<file path="src/hw/rtl/ctf_pkg.sv">
// Package for the complementary tilt filter: widths, register indexes,
// sequencer states, the CORDIC angle table and small fixed-point helpers.
// No dependencies.
package ctf_pkg;

	localparam int CORDIC_STEPS_DEF = 16;
	localparam int TAB_LEN = 24;
	localparam int CNT_W = 5;          // holds any step count up to TAB_LEN
	localparam int XY_W = 36;          // CORDIC x/y datapath
	localparam int Z_W = 26;           // CORDIC angle accumulator
	localparam int ANG_W = 25;         // angles in 1/65536 degree
	localparam int PA_W = 26;          // shared multiplier operand A
	localparam int PB_W = 18;          // shared multiplier operand B
	localparam int PROD_W = PA_W + PB_W;
	localparam int CFG_IDX_W = 8;

	localparam logic signed [ANG_W-1:0] ROLL_LIMIT = 25'sd11796480;
	localparam logic signed [ANG_W-1:0] PITCH_LIMIT = 25'sd5898240;
	localparam logic signed [Z_W-1:0] Z_QUARTER = 26'sd5898240;

	localparam logic [CFG_IDX_W-1:0] REG_BLEND_GAIN = 8'd0;
	localparam logic [CFG_IDX_W-1:0] REG_RATE_SCALE = 8'd1;
	localparam logic [CFG_IDX_W-1:0] REG_GYRO_X_OFS = 8'd2;
	localparam logic [CFG_IDX_W-1:0] REG_GYRO_Y_OFS = 8'd3;

	localparam logic [15:0] GAIN_RESET = 16'd64225;
	localparam logic [15:0] RATE_RESET = 16'd1023;

	// atan(2^-i) in 1/65536 degree
	localparam logic [21:0] ATAN_TAB [TAB_LEN] = '{
		22'd2949120, 22'd1740967, 22'd919879, 22'd466945, 22'd234379, 22'd117304,
		22'd58666, 22'd29335, 22'd14668, 22'd7334, 22'd3667, 22'd1833,
		22'd917, 22'd458, 22'd229, 22'd115, 22'd57, 22'd29,
		22'd14, 22'd7, 22'd4, 22'd2, 22'd1, 22'd0
	};

	typedef enum logic [2:0] {
		ST_IDLE,
		ST_SQ,
		ST_ROLL,
		ST_PITCH,
		ST_FUSE,
		ST_WRITE
	} state_t;

	// clamp a 29-bit value to +-lim
	function automatic logic signed [ANG_W-1:0] clamp_ang(
		input logic signed [28:0] v,
		input logic signed [ANG_W-1:0] lim
	);
		logic signed [28:0] l29;
		l29 = 29'(lim);
		if (v > l29)
			return lim;
		else if (v < -l29)
			return -lim;
		else
			return v[ANG_W-1:0];
	endfunction

	// 1/65536 degree to 1/256 degree, round half up
	function automatic logic signed [17:0] to_out(input logic signed [ANG_W-1:0] v);
		logic signed [ANG_W:0] s;
		s = (ANG_W+1)'(v) + (ANG_W+1)'(128);
		return 18'(s >>> 8);
	endfunction

endpackage

</file>
<file path="src/hw/rtl/ctf_isqrt.sv">
// Iterative floor square root of a 32-bit value, one result bit per cycle.
// Depends on ctf_pkg.
module ctf_isqrt
	import ctf_pkg::*;
(
	input  logic        clk,
	input  logic        arst_n,
	input  logic        start,
	input  logic [31:0] radicand,
	output logic [15:0] root,
	output logic        done
);

	logic [31:0] n_q;
	logic [31:0] r_q;
	logic [3:0]  bit_q;
	logic        run_q;
	logic        done_q;
	logic [31:0] b;
	logic [32:0] rb;

	assign b = 32'd1 << {bit_q, 1'b0};
	assign rb = {1'b0, r_q} + {1'b0, b};

	always_ff @(posedge clk or negedge arst_n) begin
		if (!arst_n) begin
			run_q <= 1'b0;
			done_q <= 1'b0;
			bit_q <= '0;
		end else begin
			done_q <= 1'b0;
			if (start) begin
				run_q <= 1'b1;
				bit_q <= 4'd15;
			end else if (run_q) begin
				bit_q <= bit_q - 4'd1;
				if (bit_q == 4'd0) begin
					run_q <= 1'b0;
					done_q <= 1'b1;
				end
			end
		end
	end

	always_ff @(posedge clk) begin
		if (start) begin
			n_q <= radicand;
			r_q <= '0;
		end else if (run_q) begin
			if ({1'b0, n_q} >= rb) begin
				n_q <= n_q - rb[31:0];
				r_q <= (r_q >> 1) + b;
			end else begin
				r_q <= r_q >> 1;
			end
		end
	end

	assign root = r_q[15:0];
	assign done = done_q;

endmodule

</file>
<file path="src/hw/rtl/ctf_cordic.sv">
// Iterative CORDIC vectoring unit: atan2(y, x) in 1/65536 degree, one
// micro-rotation per cycle. Depends on ctf_pkg (angle table, widths).
module ctf_cordic
	import ctf_pkg::*;
#(
	parameter int CORDIC_STEPS = CORDIC_STEPS_DEF
) (
	input  logic                  clk,
	input  logic                  arst_n,
	input  logic                  start,
	input  logic signed [16:0]    y_in,
	input  logic signed [16:0]    x_in,
	output logic signed [Z_W-1:0] angle,
	output logic                  done
);

	localparam logic [CNT_W-1:0] LAST = CNT_W'(CORDIC_STEPS - 1);

	logic signed [XY_W-1:0] x_q, y_q;
	logic signed [Z_W-1:0]  z_q;
	logic [CNT_W-1:0]       i_q;
	logic                   run_q;
	logic                   done_q;

	logic signed [XY_W-1:0] xs, ys, x0, y0, dx, dy;
	logic signed [Z_W-1:0]  z0, tab;

	// quadrant pre-rotation for the left half plane
	always_comb begin
		xs = XY_W'(x_in);
		ys = XY_W'(y_in);
		x0 = xs;
		y0 = ys;
		z0 = '0;
		if (x_in < 0) begin
			if (y_in >= 0) begin
				x0 = ys;
				y0 = -xs;
				z0 = Z_QUARTER;
			end else begin
				x0 = -ys;
				y0 = xs;
				z0 = -Z_QUARTER;
			end
		end
	end

	assign dx = y_q >>> i_q;
	assign dy = x_q >>> i_q;
	assign tab = Z_W'(ATAN_TAB[i_q]);

	always_ff @(posedge clk or negedge arst_n) begin
		if (!arst_n) begin
			run_q <= 1'b0;
			done_q <= 1'b0;
			i_q <= '0;
		end else begin
			done_q <= 1'b0;
			if (start) begin
				i_q <= '0;
				if (x_in == 0 && y_in == 0) begin
					run_q <= 1'b0;
					done_q <= 1'b1;
				end else begin
					run_q <= 1'b1;
				end
			end else if (run_q) begin
				i_q <= i_q + CNT_W'(1);
				if (i_q == LAST) begin
					run_q <= 1'b0;
					done_q <= 1'b1;
				end
			end
		end
	end

	always_ff @(posedge clk) begin
		if (start) begin
			x_q <= x0 <<< 14;
			y_q <= y0 <<< 14;
			z_q <= z0;
		end else if (run_q) begin
			if (y_q >= 0) begin
				x_q <= x_q + dx;
				y_q <= y_q - dy;
				z_q <= z_q + tab;
			end else begin
				x_q <= x_q - dx;
				y_q <= y_q + dy;
				z_q <= z_q - tab;
			end
		end
	end

	assign angle = z_q;
	assign done = done_q;

endmodule

</file>
<file path="src/hw/rtl/complementary_tilt_filter.sv">
// Complementary roll/pitch tilt filter, top level: sequencer, shared
// multiplier and fusion state. Depends on ctf_pkg, ctf_isqrt, ctf_cordic.
//
// Usage: one item on the input channel is a raw IMU sample (accel x/y/z,
// gyro x/y). An item is taken when in_valid is high and in_stall is low.
// The block stalls its input for the whole computation of an item:
// squares on the shared multiplier, the square root running beside the
// roll CORDIC, then the pitch CORDIC on the same unit, fusion on the
// multiplier (skipped for the first item after reset) and the load of
// the result register. One result item follows each input item on the
// output channel, taken when out_valid is high and out_stall is low.
// A finished result sits in the output register; the next input item is
// accepted and worked on while it waits, and only the final load waits
// for the register to free up.
// Configuration writes (cfg_valid, always ready) change gain, rate scale
// and gyro offsets; indexes past the list are ignored.
// Reset clears the registers to their defaults, zeroes the fused angles and
// marks the filter unseeded: the first item after reset loads the fused
// angles straight from the accelerometer angles.
module complementary_tilt_filter
	import ctf_pkg::*;
#(
	parameter int CORDIC_STEPS = CORDIC_STEPS_DEF
) (
	input  logic                 clk,
	input  logic                 arst_n,
	// input items
	input  logic                 in_valid,
	output logic                 in_stall,
	input  logic signed [15:0]   accel_x,
	input  logic signed [15:0]   accel_y,
	input  logic signed [15:0]   accel_z,
	input  logic signed [15:0]   gyro_x,
	input  logic signed [15:0]   gyro_y,
	// result items
	output logic                 out_valid,
	input  logic                 out_stall,
	output logic signed [16:0]   roll_angle,
	output logic signed [16:0]   pitch_angle,
	output logic signed [16:0]   accel_roll_angle,
	output logic signed [15:0]   accel_pitch_angle,
	// configuration
	input  logic                 cfg_valid,
	output logic                 cfg_ready,
	input  logic [CFG_IDX_W-1:0] cfg_index,
	input  logic [15:0]          cfg_data
);

	// configuration registers
	logic [15:0]        gain_q, rate_q;
	logic signed [15:0] gx_ofs_q, gy_ofs_q;

	// sequencer
	state_t     state_q, state_d;
	logic [2:0] k_q;
	logic       seeded_q;
	logic       roll_ok_q, mag_ok_q;

	// captured sample
	logic signed [15:0] ax_q, ay_q, az_q;
	logic signed [16:0] gx_q, gy_q;

	// datapath
	logic signed [PROD_W-1:0] prod_q, acc_q;
	logic signed [ANG_W-1:0]  step_r_q, step_p_q;
	logic signed [ANG_W-1:0]  acc_roll_q, acc_pitch_q;
	logic signed [ANG_W-1:0]  fr_q, fp_q;
	logic [15:0]              mag_q;

	// shared multiplier operands
	logic signed [PA_W-1:0]   op_a;
	logic signed [PB_W-1:0]   op_b;
	logic signed [PROD_W-1:0] mult;
	logic signed [PB_W-1:0]   gain_s, gain_c;
	logic signed [PROD_W:0]   fuse_sum;
	logic signed [ANG_W-1:0]  fuse_val;

	// unit handshakes
	logic                  sq_start, cd_start;
	logic signed [16:0]    cd_y, cd_x;
	logic signed [Z_W-1:0] cd_angle;
	logic                  cd_done, sq_done;
	logic [15:0]           sq_root;
	logic                  roll_ready, mag_ready;
	logic signed [ANG_W-1:0] roll_clamped, pitch_clamped;

	logic in_acc, out_free;

	assign in_acc = in_valid && !in_stall;
	assign in_stall = (state_q != ST_IDLE);
	assign out_free = !out_valid || !out_stall;
	assign cfg_ready = 1'b1;

	assign gain_s = PB_W'({2'b00, gain_q});
	assign gain_c = PB_W'(65536) - gain_s;

	// fusion rounding: (sum + 0.5) >> 16, then saturate at +-180 degrees
	assign fuse_sum = (PROD_W+1)'(acc_q) + (PROD_W+1)'(prod_q) + (PROD_W+1)'(32768);
	assign fuse_val = clamp_ang(29'(fuse_sum >>> 16), ROLL_LIMIT);

	assign roll_clamped = clamp_ang(29'(cd_angle), ROLL_LIMIT);
	assign pitch_clamped = clamp_ang(29'(cd_angle), PITCH_LIMIT);

	assign roll_ready = roll_ok_q || cd_done;
	assign mag_ready = mag_ok_q || sq_done;

	// operand select for the shared multiplier
	always_comb begin
		op_a = '0;
		op_b = '0;
		case (state_q)
			ST_SQ: begin
				if (k_q == 3'd0) begin
					op_a = PA_W'(ay_q);
					op_b = PB_W'(ay_q);
				end else begin
					op_a = PA_W'(az_q);
					op_b = PB_W'(az_q);
				end
			end
			ST_FUSE: begin
				case (k_q)
					3'd0: begin
						op_a = PA_W'(gx_q);
						op_b = PB_W'({2'b00, rate_q});
					end
					3'd1: begin
						op_a = PA_W'(gy_q);
						op_b = PB_W'({2'b00, rate_q});
					end
					3'd2: begin
						op_a = PA_W'(fr_q) + PA_W'(step_r_q);
						op_b = gain_s;
					end
					3'd3: begin
						op_a = PA_W'(acc_roll_q);
						op_b = gain_c;
					end
					3'd4: begin
						op_a = PA_W'(fp_q) + PA_W'(step_p_q);
						op_b = gain_s;
					end
					default: begin
						op_a = PA_W'(acc_pitch_q);
						op_b = gain_c;
					end
				endcase
			end
			default: begin
				op_a = '0;
				op_b = '0;
			end
		endcase
	end

	assign mult = PROD_W'(op_a) * PROD_W'(op_b);

	// next state and unit starts
	always_comb begin
		state_d = state_q;
		sq_start = 1'b0;
		cd_start = 1'b0;
		cd_y = 17'(ay_q);
		cd_x = 17'(az_q);
		unique case (state_q)
			ST_IDLE: begin
				if (in_acc)
					state_d = ST_SQ;
			end
			ST_SQ: begin
				if (k_q == 3'd2) begin
					sq_start = 1'b1;
					cd_start = 1'b1;
					state_d = ST_ROLL;
				end
			end
			ST_ROLL: begin
				cd_y = 17'(ax_q);
				cd_x = mag_ready ? {1'b0, (sq_done ? sq_root : mag_q)} : 17'sd0;
				if (roll_ready && mag_ready) begin
					cd_start = 1'b1;
					state_d = ST_PITCH;
				end
			end
			ST_PITCH: begin
				if (cd_done)
					state_d = seeded_q ? ST_FUSE : ST_WRITE;
			end
			ST_FUSE: begin
				if (k_q == 3'd6)
					state_d = ST_WRITE;
			end
			ST_WRITE: begin
				if (out_free)
					state_d = ST_IDLE;
			end
			default: state_d = ST_IDLE;
		endcase
	end

	// control registers
	always_ff @(posedge clk or negedge arst_n) begin
		if (!arst_n) begin
			state_q <= ST_IDLE;
			k_q <= '0;
			seeded_q <= 1'b0;
			roll_ok_q <= 1'b0;
			mag_ok_q <= 1'b0;
			out_valid <= 1'b0;
			gain_q <= GAIN_RESET;
			rate_q <= RATE_RESET;
			gx_ofs_q <= '0;
			gy_ofs_q <= '0;
			fr_q <= '0;
			fp_q <= '0;
		end else begin
			state_q <= state_d;
			k_q <= (state_d != state_q) ? 3'd0 : k_q + 3'd1;

			if (cfg_valid && cfg_ready) begin
				case (cfg_index)
					REG_BLEND_GAIN: gain_q <= cfg_data;
					REG_RATE_SCALE: rate_q <= cfg_data;
					REG_GYRO_X_OFS: gx_ofs_q <= cfg_data;
					REG_GYRO_Y_OFS: gy_ofs_q <= cfg_data;
					default: ;
				endcase
			end

			if (state_q == ST_SQ) begin
				roll_ok_q <= 1'b0;
				mag_ok_q <= 1'b0;
			end else if (state_q == ST_ROLL) begin
				if (cd_done)
					roll_ok_q <= 1'b1;
				if (sq_done)
					mag_ok_q <= 1'b1;
			end

			// first item seeds, later items fuse
			if (state_q == ST_PITCH && cd_done && !seeded_q) begin
				fr_q <= acc_roll_q;
				fp_q <= -pitch_clamped;
				seeded_q <= 1'b1;
			end
			if (state_q == ST_FUSE && k_q == 3'd4)
				fr_q <= fuse_val;
			if (state_q == ST_FUSE && k_q == 3'd6)
				fp_q <= fuse_val;

			if (state_q == ST_WRITE && out_free)
				out_valid <= 1'b1;
			else if (out_valid && !out_stall)
				out_valid <= 1'b0;
		end
	end

	// payload registers
	always_ff @(posedge clk) begin
		if (in_acc) begin
			ax_q <= accel_x;
			ay_q <= accel_y;
			az_q <= accel_z;
			gx_q <= 17'(gyro_x) - 17'(gx_ofs_q);
			gy_q <= 17'(gyro_y) - 17'(gy_ofs_q);
		end

		prod_q <= mult;
		if ((state_q == ST_SQ && k_q == 3'd1) ||
			(state_q == ST_FUSE && (k_q == 3'd3 || k_q == 3'd5)))
			acc_q <= prod_q;
		if (state_q == ST_FUSE && k_q == 3'd1)
			step_r_q <= ANG_W'(prod_q >>> 8);
		if (state_q == ST_FUSE && k_q == 3'd2)
			step_p_q <= ANG_W'(prod_q >>> 8);

		if (state_q == ST_ROLL && cd_done)
			acc_roll_q <= roll_clamped;
		if (state_q == ST_ROLL && sq_done)
			mag_q <= sq_root;
		if (state_q == ST_PITCH && cd_done)
			acc_pitch_q <= -pitch_clamped;

		if (state_q == ST_WRITE && out_free) begin
			roll_angle <= 17'(to_out(fr_q));
			pitch_angle <= 17'(to_out(fp_q));
			accel_roll_angle <= 17'(to_out(acc_roll_q));
			accel_pitch_angle <= 16'(to_out(acc_pitch_q));
		end
	end

	ctf_isqrt u_isqrt (
		.clk      (clk),
		.arst_n   (arst_n),
		.start    (sq_start),
		.radicand (32'(acc_q) + 32'(prod_q)),
		.root     (sq_root),
		.done     (sq_done)
	);

	ctf_cordic #(
		.CORDIC_STEPS (CORDIC_STEPS)
	) u_cordic (
		.clk    (clk),
		.arst_n (arst_n),
		.start  (cd_start),
		.y_in   (cd_y),
		.x_in   (cd_x),
		.angle  (cd_angle),
		.done   (cd_done)
	);

endmodule
</file>
<file path="config.mk">
export PLATFORM = sky130hd
export DESIGN_NAME = complementary_tilt_filter
export DESIGN_NICKNAME = d
export VERILOG_FILES = /design/src/hw/rtl/ctf_pkg.sv /design/src/hw/rtl/ctf_isqrt.sv /design/src/hw/rtl/ctf_cordic.sv /design/src/hw/rtl/complementary_tilt_filter.sv
export SDC_FILE = /design/constraint.sdc
export NUM_CORES = 2
export LEC_CHECK = 0
export BUFFER_PORTS_ARGS = -buffer_cell sky130_fd_sc_hd__buf_2
export CORE_MARGIN = 4
export CORE_UTILIZATION = 45
export CTS_CLUSTER_DIAMETER = 150
export DETAILED_ROUTE_END_ITERATION = 10
export GPL_ROUTABILITY_DRIVEN = 1
export SETUP_SLACK_MARGIN = 0.2
export SYNTH_ARGS = -nofsm -noshare
export SYNTH_HDL_FRONTEND = slang
export SYNTH_SLANG_ARGS = --single-unit
</file>
<file path="constraint.sdc">
create_clock -name clk -period 9.81 [get_ports clk]
set_input_delay 0.4905 -clock clk [delete_from_list [all_inputs] [get_ports clk]]
set_output_delay 0.4905 -clock clk [all_outputs]
set_load 0.05 [all_outputs]
</file>
==> results by group <==
Detailed routing
  – Final wirelength: 234000 um
  – WL per Instance: 24.4 um
  – Via density: between 5 and 6
  – DR pass1 iterations: 8
  – Antenna Nets Post-Route: 0
  – Via count: 57200
  – Remaining DRCs: 0
  – DR iter-0 viols: 5450

Timing
  – RSZ-0062 raised after global routing: yes
  – Final period util: 96.9%
  – Final Hold Fails: 0
  – Setup Skew: roughly 0.068 ns
  – Post-route setup slack: 0.304 ns
  – Max Freq: 105 MHz
  – Min cycle time layout: 9.51 ns
  – Slew Limit Fails: 0
  – Worst-Margin Slew: 1.21 ns
  – Setup violations, final: 0
  – Worst slew margin: between 10% and 20%

Critical path
  – CP Class: register to register
  – FF-to-FF path depth: 39
  – Worst Path Arrival: 10.04 ns
  – CP max-delay cell: fa_1
  – Max incr delay on CP: just under 0.6 ns
  – Worst Path Max Fanout: 3
  – Crit path top cell by count: fa_1
  – Reg2reg start: fp_q[0]$_DFFE_PN0P_
  – CP Capture Type: register
  – Startpoint Class: register
  – R2R setup slack: 0.30 ns
  – Reg-to-Reg End: prod_q[43]$_DFF_P_
  – Critical path required time: 10.35 ns

Clock tree
  – Clk_lat worst skew: between 0.7 and 0.8 ns
  – Clk root buf: clkbuf_16
  – Total CTS buffers: 80
  – CTS max path bufs: 3
  – CTS sink cnt: 652
  – H-tree depth: 3
  – CTS tree: yes
  – Clock transition at path regs: 0.06 ns

Place
  – Pre-CTS WS: -0.431 ns
  – Port bufs: roughly 180
  – Post-DP HPWL: 188000 um
  – Routability Congestion: 1.03

Synthesis
  – Count leader, synth: nand2_1
  – Largest area contributor in the netlist: edfxtp_1
  – Synth cell types: 98
  – Netlist Area Pre-Place: 0.0663 mm^2
  – Ys async rst share: 21.0%
  – Synth Instances: just over 7000
  – Top_reg_cell synth: edfxtp_1
  – Synth top area cells: edfxtp_1 (19%), fa_1 (15%), ha_1 (8.8%), dfrtp_1 (4.4%), xnor2_1 (4.3%)
  – Yosys top cell area share: a little under a fifth
  – Post-synth EDFFs: 411
  – Sequential area share after synthesis: 27.0%
  – List of most frequent post-synthesis cells: nand2_1 (725), inv_1 (717), nor2_1 (639), fa_1 (495), ha_1 (468)
  – Ys Warns: 0
  – #FFs+latches synth: 652
  – Mapped Avg Cell Area: 9.19 um^2

Floorplan
  – Die area: 0.154 mm^2
  – Die H: 392 um
  – Core area: 0.146 mm^2
  – IO Count: 179
  – Die width: 392 um
  – Starting Density: between 40% and 50%
  – Cell Rows: 140

Min path
  – Min-delay src: cfg_data[0]
  – Hold Path Class: input pin to register
  – WHS Endpoint: gain_q[0]$_DFFE_PN1P_
  – Worst Hold Path Cells: 3

Global route
  – GRT Total Usage: a little under a third
  – GR Overflow Total: 0
  – Number of global-route vias before repair: 55900
  – Antenna violations before repair: 30
  – First-pass GRT wire length: between 300000 and 400000 um
  – Largest net degree at the start of global routing: slightly above 80

Outcome
  – Status: complete, no violations

Job
  – Max_cap viols: 0

Final layout
  – Nets: 8672
  – Share of cells above drive strength 1: between 10% and 20%
  – Area Growth Syn to Fin: 13.8%
==> state kept, by name, summed over array words and instances, names as in the netlist, 25 cells and up <==
name / flops
acc_pitch_q: 25
acc_q: 44
acc_roll_q: 25
fp_q: 25
fr_q: 25
prod_q: 44
step_p_q: 25
step_r_q: 25
u_cordic.angle: 26
u_cordic.x_q: 36
u_cordic.y_q: 36
u_isqrt.n_q: 32
u_isqrt.r_q: 32
==> per-stage QoR <==
step / util, % / hold slack [ns] / cell area [um^2] / cells / setup TNS [ns]
5_1_grt: 51.6 / 0.133 / 75400 / 9587 / -0.0537
3_5_place_dp: 48.8 / 0.432 / 71300 / 9360 / -0.963
2_1_floorplan: - / 0.195 / 66300 / 7228 / 0
3_3_place_gp: 48.8 / 0.419 / 71300 / 9360 / -0.557
6_report: 51.7 / 0.0965 / 75500 / 9595 / 0
4_1_cts: 51.2 / 0.0506 / 74900 / 9564 / 0
==> cells by family after synthesis <==
logic type      Yosys count  share of synthesized area [%]
other cells               2                         0.0113
mux                     285                           5.90
flops                   652                           27.0
compound gates         1679                           16.3
fa+ha+maj               963                           23.8
xor+xnor                501                           6.62
simple gates           2105                           14.5
buf+inv                1031                           5.99
==> how the worst max path moves through the flow <==
stage,startpoint,to,slack (ns)
2_1_floorplan,step_p_q[0]$_DFFE_PP_,prod_q[43]$_DFF_P_,0.27
6_report,fp_q[0]$_DFFE_PN0P_,prod_q[43]$_DFF_P_,0.30
4_1_cts,step_p_q[0]$_DFFE_PP_,prod_q[43]$_DFF_P_,0.21
3_3_place_gp,step_p_q[0]$_DFFE_PP_,prod_q[43]$_DFF_P_,-0.34
3_5_place_dp,step_p_q[0]$_DFFE_PP_,prod_q[43]$_DFF_P_,-0.43
5_1_grt,fp_q[0]$_DFFE_PN0P_,prod_q[43]$_DFF_P_,-0.04
==> cells in the final DEF (no fill, tap or decap), types with 170 or more instances in the layout <==
cell	Yosys	routed
nand2_1	725	719
inv_1	717	702
nor2_1	639	624
fa_1	495	487
ha_1	468	455
a21oi_1	429	412
edfxtp_1	411	411
o21ai_0	397	382
buf_4	9	356
xnor2_1	324	321
xor2_1	177	177
buf_2	12	176
a21o_1	170	170
==> repair_timing <==
action	in CTS	in global routing
hold buffers	49	0
setup endpoints to repair	10	8
endpoints found under the hold margin	110	0
buffers inserted	6	20
resized for setup	37	103
pin swaps	18	84
==> cell type report <==
class / instances / area [um^2]
fill: 13600 / 70600
clock inverter: 57 / 808
tap: 1917 / 2400
antenna: 11 / 27.5
inverter: 721 / 2710
sequential: 652 / 17900
timing repair buffer: 600 / 4350
multi-input combinational: 5545 / 45200
clock buffer: 92 / 2110
==> metal layers <==
layer | vias up | wire length [um] | track usage, %
li1 | 26000 | - | -
met1 | 28200 | 100000 | 42.6
met3 | 438 | 24100 | 7.38
met5 | - | 95 | 0
met4 | 16 | 9480 | 11.1
met2 | 2636 | 100000 | 44.9
==> critical path, delay by kind of cell (launching register included) <==
kind / cells / cell delay (ns)
AO/OA/AOI/OAI: 19 / 4.18
flip-flops: 1 / 0.38
XOR/XNOR: 2 / 0.21
buffers and inverters: 6 / 0.50
adder cells (fa/ha/maj): 9 / 3.91
AND/OR/NAND/NOR: 3 / 0.18
Power is not shown: default switching activity piles up to over one toggle a cycle in this logic, so the estimate is an artifact.
